===== config.mk =====
export PLATFORM = sky130hd
export DESIGN_NAME = length_checksum_frame_receiver
export DESIGN_NICKNAME = d
export VERILOG_FILES = /design/src/rtl/lcfr_pkg.sv /design/src/rtl/lcfr_datapath.sv /design/src/rtl/lcfr_controller.sv /design/src/rtl/length_checksum_frame_receiver.sv
export SDC_FILE = /design/constraint.sdc
export NUM_CORES = 1
export LEC_CHECK = 0
export ABC_AREA = 1
export ABC_CLOCK_PERIOD_IN_PS = 3100
export BUFFER_PORTS_ARGS = -buffer_cell sky130_fd_sc_hd__buf_4
export CORE_MARGIN = 4
export CORE_UTILIZATION = 55
export CTS_CLUSTER_DIAMETER = 100
export DETAILED_ROUTE_END_ITERATION = 12
export PLACE_DENSITY = 0.71
export SYNTH_ARGS = -nofsm -noshare
export SYNTH_HDL_FRONTEND = slang
export SYNTH_SLANG_ARGS = --single-unit

===== constraint.sdc =====
create_clock -name clock -period 3.1 [get_ports clock]
set_input_delay 0.465 -clock clock [delete_from_list [all_inputs] [get_ports clock]]
set_output_delay 0.465 -clock clock [all_outputs]
set_load 0.02 [all_outputs]

===== src/rtl/lcfr_pkg.sv =====
// Types and constants shared by the frame receiver modules.
// No dependencies.
package lcfr_pkg;

   localparam logic [7:0] CHECK_BASE     = 8'hFF;
   localparam logic [8:0] FRAME_OVERHEAD = 9'd3;
   localparam logic [7:0] TIMEOUT_RESET  = 8'd10;

   localparam logic KIND_BYTE       = 1'b0;
   localparam logic KIND_TICK       = 1'b1;
   localparam logic STATUS_OK       = 1'b0;
   localparam logic STATUS_MISMATCH = 1'b1;

   // controller to datapath
   typedef struct packed {
      logic store;
      logic tick;
      logic clear;
      logic scan_start;
      logic scan_step;
      logic emit_start;
      logic load_out;
      logic load_fail;
   } dp_cmd_type;

   // datapath to controller
   typedef struct packed {
      logic tick_discard;
      logic frame_ready;
      logic scan_done;
      logic sum_match;
      logic out_last;
      logic fill_empty;
   } dp_sts_type;

endpackage


===== src/rtl/lcfr_datapath.sv =====
// Datapath: frame store, fill and idle counters, checksum scan and result register.
// Depends on lcfr_pkg; driven by lcfr_controller.
module lcfr_datapath #(
   parameter int BUFFER_BYTES = 64
) (
   input  logic                clock,
   input  logic                reset,
   input  logic [7:0]          req_tdata,
   input  logic                csr_wr_en,
   input  logic [7:0]          csr_wr_data,
   input  lcfr_pkg::dp_cmd_type cmd,
   output lcfr_pkg::dp_sts_type sts,
   output logic [7:0]          rsp_tdata,
   output logic                rsp_tuser,
   output logic                rsp_tlast
);
   import lcfr_pkg::*;

   localparam int CW = $clog2(BUFFER_BYTES + 1);
   localparam int AW = $clog2(BUFFER_BYTES);

   logic [7:0]    store_mem [BUFFER_BYTES];

   logic [7:0]    timeout_ff;
   logic [7:0]    idle_ff, idle_in;
   logic [CW-1:0] fill_ff, fill_in;
   logic [7:0]    len_ff, len_in;
   logic [CW-1:0] idx_ff, idx_in;
   logic [CW-1:0] data_idx_ff;
   logic          vld_ff, vld_in;
   logic [7:0]    sum_ff, sum_in;
   logic [7:0]    rdata_ff;
   logic [7:0]    out_byte_ff, out_byte_in;
   logic          out_status_ff, out_status_in;
   logic          out_last_ff, out_last_in;

   logic [8:0]    flen;
   logic [8:0]    flen_m1;
   logic [8:0]    fill_w;
   logic [8:0]    idx_w;
   logic [8:0]    data_idx_w;
   logic [7:0]    idle_dec;
   logic          store_ok;

   assign flen       = {1'b0, len_ff} + FRAME_OVERHEAD;
   assign flen_m1    = flen - 9'd1;
   assign fill_w     = 9'(fill_ff);
   assign idx_w      = 9'(idx_ff);
   assign data_idx_w = 9'(data_idx_ff);
   assign idle_dec   = idle_ff - {7'd0, (idle_ff != 8'd0)};
   assign store_ok   = cmd.store && (fill_ff < CW'(BUFFER_BYTES));

   always_comb begin
      fill_in       = fill_ff;
      idle_in       = idle_ff;
      len_in        = len_ff;
      idx_in        = idx_ff;
      vld_in        = vld_ff;
      sum_in        = sum_ff;
      out_byte_in   = out_byte_ff;
      out_status_in = out_status_ff;
      out_last_in   = out_last_ff;

      if (store_ok) begin
         fill_in = fill_ff + CW'(1);
         idle_in = timeout_ff;
         if (fill_ff == '0) begin
            len_in = req_tdata;
         end
      end
      if (cmd.tick) begin
         idle_in = idle_dec;
      end
      if (cmd.clear) begin
         fill_in = '0;
      end
      if (cmd.scan_start) begin
         idx_in = '0;
         vld_in = 1'b0;
         sum_in = CHECK_BASE;
      end
      if (cmd.scan_step) begin
         idx_in = idx_ff + CW'(1);
         vld_in = 1'b1;
         if (vld_ff && (data_idx_w != flen_m1)) begin
            sum_in = sum_ff - rdata_ff;
         end
      end
      if (cmd.emit_start) begin
         idx_in = '0;
      end
      if (cmd.load_out) begin
         out_byte_in   = rdata_ff;
         out_status_in = STATUS_OK;
         out_last_in   = (idx_w == flen_m1);
         idx_in        = idx_ff + CW'(1);
      end
      if (cmd.load_fail) begin
         out_byte_in   = 8'd0;
         out_status_in = STATUS_MISMATCH;
         out_last_in   = 1'b1;
      end
   end

   always_ff @(posedge clock) begin
      if (reset) begin
         timeout_ff <= TIMEOUT_RESET;
         idle_ff    <= 8'd0;
         fill_ff    <= '0;
         vld_ff     <= 1'b0;
      end else begin
         if (csr_wr_en) begin
            timeout_ff <= csr_wr_data;
         end
         idle_ff <= idle_in;
         fill_ff <= fill_in;
         vld_ff  <= vld_in;
      end
   end

   always_ff @(posedge clock) begin
      len_ff        <= len_in;
      idx_ff        <= idx_in;
      data_idx_ff   <= idx_ff;
      sum_ff        <= sum_in;
      out_byte_ff   <= out_byte_in;
      out_status_ff <= out_status_in;
      out_last_ff   <= out_last_in;
   end

   // frame store: one write port, one registered read port
   always_ff @(posedge clock) begin
      if (store_ok) begin
         store_mem[fill_ff[AW-1:0]] <= req_tdata;
      end
      if (idx_ff < CW'(BUFFER_BYTES)) begin
         rdata_ff <= store_mem[idx_ff[AW-1:0]];
      end
   end

   assign sts.tick_discard = (fill_ff != '0) && (idle_dec == 8'd0);
   assign sts.frame_ready  = (fill_ff != '0) && (fill_w >= flen);
   assign sts.scan_done    = vld_ff && (data_idx_w == flen_m1);
   assign sts.sum_match    = (rdata_ff == sum_ff);
   assign sts.out_last     = out_last_ff;
   assign sts.fill_empty   = (fill_ff == '0);

   assign rsp_tdata = out_byte_ff;
   assign rsp_tuser = out_status_ff;
   assign rsp_tlast = out_last_ff;

endmodule


===== src/rtl/lcfr_controller.sv =====
// Controller: sequences byte/tick handling, checksum scan and frame emission.
// Depends on lcfr_pkg; drives lcfr_datapath.
module lcfr_controller (
   input  logic                 clock,
   input  logic                 reset,
   input  logic                 req_tvalid,
   input  logic                 req_tuser,
   output logic                 req_tready,
   output logic                 rsp_tvalid,
   input  logic                 rsp_tready,
   input  lcfr_pkg::dp_sts_type sts,
   output lcfr_pkg::dp_cmd_type cmd
);
   import lcfr_pkg::*;

   typedef enum logic [2:0] {
      ST_IDLE,
      ST_SCAN,
      ST_PRIME,
      ST_LOAD,
      ST_HOLD
   } state_type;

   state_type state_ff, state_in;
   logic      valid_ff, valid_in;
   logic      req_accept;

   assign req_tready = (state_ff == ST_IDLE);
   assign req_accept = req_tvalid && req_tready;
   assign rsp_tvalid = valid_ff;

   always_comb begin
      cmd      = '0;
      state_in = state_ff;
      valid_in = valid_ff;
      case (state_ff)
         ST_IDLE: begin
            if (req_accept) begin
               if (req_tuser == KIND_BYTE) begin
                  cmd.store = 1'b1;
               end else begin
                  cmd.tick = 1'b1;
                  if (sts.tick_discard) begin
                     cmd.clear = 1'b1;
                  end else if (sts.frame_ready) begin
                     cmd.scan_start = 1'b1;
                     state_in       = ST_SCAN;
                  end
               end
            end
         end
         ST_SCAN: begin
            if (sts.scan_done) begin
               if (sts.sum_match) begin
                  cmd.emit_start = 1'b1;
                  state_in       = ST_PRIME;
               end else begin
                  cmd.load_fail = 1'b1;
                  valid_in      = 1'b1;
                  state_in      = ST_HOLD;
               end
            end else begin
               cmd.scan_step = 1'b1;
            end
         end
         ST_PRIME: begin
            state_in = ST_LOAD;
         end
         ST_LOAD: begin
            cmd.load_out = 1'b1;
            valid_in     = 1'b1;
            state_in     = ST_HOLD;
         end
         ST_HOLD: begin
            if (rsp_tready) begin
               valid_in = 1'b0;
               if (sts.out_last) begin
                  cmd.clear = 1'b1;
                  state_in  = ST_IDLE;
               end else begin
                  state_in  = ST_LOAD;
               end
            end
         end
         default: begin
            valid_in = 1'b0;
            state_in = ST_IDLE;
         end
      endcase
   end

   always_ff @(posedge clock) begin
      if (reset) begin
         state_ff <= ST_IDLE;
         valid_ff <= 1'b0;
      end else begin
         state_ff <= state_in;
         valid_ff <= valid_in;
      end
   end

endmodule


===== src/rtl/length_checksum_frame_receiver.sv =====
// Top level of the length/checksum frame receiver: controller plus datapath.
// Depends on lcfr_pkg, lcfr_controller, lcfr_datapath.
//
//   channel  dir  tdata            tuser    tlast
//   req_     in   byte_value[7:0]  kind     -
//   rsp_     out  frame_byte[7:0]  status   last
//   csr_     in   idle_timeout_ticks[7:0] via csr_wr_en / csr_wr_data
//
// A byte beat, or a tick that finds no complete frame, is handled in idle.
// A tick on a complete frame scans len+3 stored bytes at one read per cycle,
// then emits each byte (or one mismatch beat), holding on any rsp stall.
// No request is taken while a frame is checked or emitted.
// Reset is synchronous; the frame store is not cleared.
module length_checksum_frame_receiver #(
   parameter int BUFFER_BYTES = 64
) (
   input  logic       clock,
   input  logic       reset,
   input  logic       req_tvalid,
   output logic       req_tready,
   input  logic [7:0] req_tdata,   // [7:0] byte_value
   input  logic       req_tuser,   // [0] kind
   output logic       rsp_tvalid,
   input  logic       rsp_tready,
   output logic [7:0] rsp_tdata,   // [7:0] frame_byte
   output logic       rsp_tuser,   // [0] status
   output logic       rsp_tlast,
   input  logic       csr_wr_en,
   input  logic [7:0] csr_wr_data
);
   import lcfr_pkg::*;

   dp_cmd_type cmd;
   dp_sts_type sts;

   lcfr_controller u_ctrl (
      .clock      (clock),
      .reset      (reset),
      .req_tvalid (req_tvalid),
      .req_tuser  (req_tuser),
      .req_tready (req_tready),
      .rsp_tvalid (rsp_tvalid),
      .rsp_tready (rsp_tready),
      .sts        (sts),
      .cmd        (cmd)
   );

   lcfr_datapath #(
      .BUFFER_BYTES (BUFFER_BYTES)
   ) u_dp (
      .clock       (clock),
      .reset       (reset),
      .req_tdata   (req_tdata),
      .csr_wr_en   (csr_wr_en),
      .csr_wr_data (csr_wr_data),
      .cmd         (cmd),
      .sts         (sts),
      .rsp_tdata   (rsp_tdata),
      .rsp_tuser   (rsp_tuser),
      .rsp_tlast   (rsp_tlast)
   );

   // one item in flight: no request taken while a result is shown
   a_no_overlap: assert property (@(posedge clock) disable iff (reset)
      !(req_tready && rsp_tvalid))
      else $error("request accepted while result pending");

   a_fail_shape: assert property (@(posedge clock) disable iff (reset)
      (rsp_tvalid && (rsp_tuser == STATUS_MISMATCH)) |-> (rsp_tlast && (rsp_tdata == 8'd0)))
      else $error("mismatch beat malformed");

   a_clear_after_last: assert property (@(posedge clock) disable iff (reset)
      (rsp_tvalid && rsp_tready && rsp_tlast) |=> (sts.fill_empty && req_tready))
      else $error("buffer not cleared after final beat");

   a_scan_needs_tick: assert property (@(posedge clock) disable iff (reset)
      cmd.scan_start |-> (req_tvalid && (req_tuser == KIND_TICK) && sts.frame_ready))
      else $error("scan started without a tick on a complete frame");

endmodule

==> impl_results.md <==
- RSZ-0062 raised after global routing: false
- Multiplexer share of the synthesized area: 0%
- Peak supply drop: roughly 0.6 mV
- Hold Buf Count CTS: 0
- Die area: 47700 um2
- Final hold vios: 0
- Count leader, synth: edfxtp_1
- CP Class: reg -> reg
- Main combinational cell family by area after synthesis: simple AND/OR/NAND/NOR gates
- Area grow syn2layout: 13.0%
- # resized after CTS: 0
- Chip height: between 200 and 250 um
- Die W: about 220 um
- Cell area after synthesis: 24300 um2
- H-tree levels: 2
- Placed Instances: 2672
- Antenna Violating Nets Remaining: 0
- Max-slew headroom: about a third
- CTS Buf Count: 56
- CP Launch Type: flop
- DR vias/cell: between 6 and 7
- Max cap viols: 0
- Pwr Density: 803 nW/um2
- Final wirelength: 60.8 mm
- First-pass GRT wire length: 93.2 mm
- Worst hold path class: in -> reg
- GRT Total Usage: between 20% and 30%
- Worst setup EP type: flop
- Min Hold Slack: around 0.082 ns
- Input/output buffers: 33
- Compound-cell area share of the yosys netlist: 11.1%
- DR vias: 16900
- GPL Wtd Cong: 0.885
- Root buffer cell: clkbuf_16
- CTS Buffer Depth: 3
- Share of cells above drive strength 1: 11.5%
- Post-CTS Setup Bufs: 0
- Drt drc: 0
- #FFs+latches synth: 588
- Met2 WL: 28.2 mm
- Top cells by count, synth: edfxtp_1 (535), nor2_1 (398), o21ai_0 (270)
- Largest net degree at the start of global routing: 214
- Post-synth top area share: about two thirds
- Tmin final: about 2.8 ns
- Setup total negative slack: 0 ns
- Avg WL per Cell: 21.9 um
- Outcome: finished, final reports clean
- Top Metal Used: met4
- Slew @ Worst Pin: between 1 and 1.5 ns
- Post-synth cell types: 44
- Post-synthesis xor/xnor area fraction: 0.756%
- Achievable frequency: 360 MHz
- NumNets Final: 2189
- Final core utilization: ~63%
- EDFF count, synth: 535
- Simple-gate share of the synthesized area: 13.3%
- DR iter-0 viols: 2253
- Main synth FF type: edfxtp_1
- Syn Nets: 2109
- Lkg Pwr: 0.00952 uW
- WP data required: roughly 3.6 ns
- Metal-1 WL: 25.0 mm
- Gr ovfl total: 0
- Skew final: about 0.023 ns
- Top cells by area, synth: edfxtp_1 (66%), nor2_1 (6.1%), o21ai_0 (5.6%), dfxtp_1 (4.4%), nand2_1 (3.1%)
- Sequential element share of the synthesized area: a little over 70%
- Synth Warn #: 0
- Rows: between 70 and 80
- Starting Density: 56.0%
- Cell taking the most area after synthesis: edfxtp_1
- Initial antenna violation count: 0
- Adder-Cell Fraction of Synth Area: around 1.2%
- Core area: 43500 um2
- Synth async-reset ratio: 0%
- Met3 routed WL: 5.43 mm
- Clock slew at reported path FFs: about 0.060 ns
- Synthesized area per cell: ~12 um2
- Crit-path max FO: 213
- Cells after Synth: between 2000 and 2500
- Worst Path Arrival: 3.23 ns
- Clock latency on the worst-skew pair: between 0.6 and 0.7 ns
- TritonCTS clock tree: done
- Antenna fix cells: 0
- Tcrit/Tclk final: 89.5%
- Final setup viols: 0
- Ports: 34
- Slew Limit Fails: 0
- Post-Layout Cell Count: 2777
- Sink Count: 588
- Number of global-route vias before repair: 16200
- DP HPWL: 35.8 mm
- Pre-antenna DRT Iters: 6
[cell usage in the layout (no fill, tap or decap), types with 9 or more instances in the layout]
| master | instances |
|---|---|
| clkbuf_1 | 17 |
| nand3_1 | 79 |
| buf_4 | 127 |
| nand2_2 | 10 |
| o211ai_1 | 26 |
| nand2_1 | 199 |
| clkbuf_16 | 58 |
| edfxtp_1 | 535 |
| nor3_1 | 13 |
| ha_1 | 21 |
| nand4_1 | 33 |
| xor2_1 | 16 |
| clkinv_1 | 14 |
| dfxtp_1 | 53 |
| inv_1 | 89 |
| o22ai_1 | 80 |
| clkinv_2 | 9 |
| nor2_1 | 397 |
| o21ai_0 | 270 |
| a21oi_1 | 15 |
| o221ai_1 | 48 |
[registers in the layout (all words and copies together), names as in the netlist]
signal / cells
u_dp.timeout_ff: 8
u_dp.vld_ff: 1
u_ctrl.state_ff: 3
u_dp.fill_ff: 7
u_dp.store_mem: 512
u_dp.data_idx_ff: 7
u_dp.rsp_tuser: 1
u_dp.rdata_ff: 8
u_dp.idx_ff: 7
u_dp.idle_ff: 8
u_dp.sum_ff: 8
u_dp.len_ff: 8
u_dp.rsp_tdata: 8
u_ctrl.rsp_tvalid: 1
u_dp.rsp_tlast: 1
[where the power goes]
part	switching, uW	total (uW)	internal, uW
Sequential	267	9300	9030
Combinational	4200	6190	1980
Clock	2850	6610	3760
[path summary, 6_finish.rpt]
path             startpoint            endpoint  slack, ns  depth (start not counted)
max          u_dp.idx_ff[0]    u_dp.rdata_ff[1]       0.33                          7
min          csr_wr_data[1]  u_dp.timeout_ff[1]       0.08                          3
max reg2reg  u_dp.idx_ff[0]    u_dp.rdata_ff[1]       0.33                          7
min reg2reg  u_dp.rsp_tuser      u_dp.rsp_tuser       0.46                          2
[worst max-delay path, stage by stage (launching register included)]
cell and delay, ns:
edfxtp_1 0.50, buf_12 0.57, o21ai_0 0.26, o221ai_1 0.32
o211ai_1 0.19, nand4_1 0.20, nand3_1 0.23, nand2_1 0.16
[routing by layer]
metal	vias to the layer above	track usage, %
li1	7652	-
met3	132	4.91
met2	773	40.2
met4	0	9.27
met1	8299	35.4
met5	-	0
[per-stage QoR]
stage | area, um2 | worst slack [ns] | power (uW)
after global routing | 27500 | 0.0578 | 23200
after global placement | 25700 | 0.402 | 15400
after floorplan | 24300 | 0.570 | 13400
after CTS | 27500 | 0.342 | 22100
after detailed placement | 25700 | 0.331 | 15500
final | 27500 | 0.325 | 22100
[kinds of logic after synthesis]
| logic type | after synthesis |
|---|---|
| compound gates | 461 |
| simple gates | 762 |
| xor+xnor | 21 |
| fa+ha+maj | 22 |
| buf+inv | 211 |
| flops | 588 |
[cell type report]
cell class | count | area (um2)
clock buffer | 75 | 1520
clock inverter | 30 | 258
fill | 3246 | 15900
inverter | 99 | 377
multi-input combinational | 1266 | 6420
sequential | 588 | 17100
tap | 585 | 732
timing repair buffer | 134 | 1090
Power figures use the tool's default switching activity.
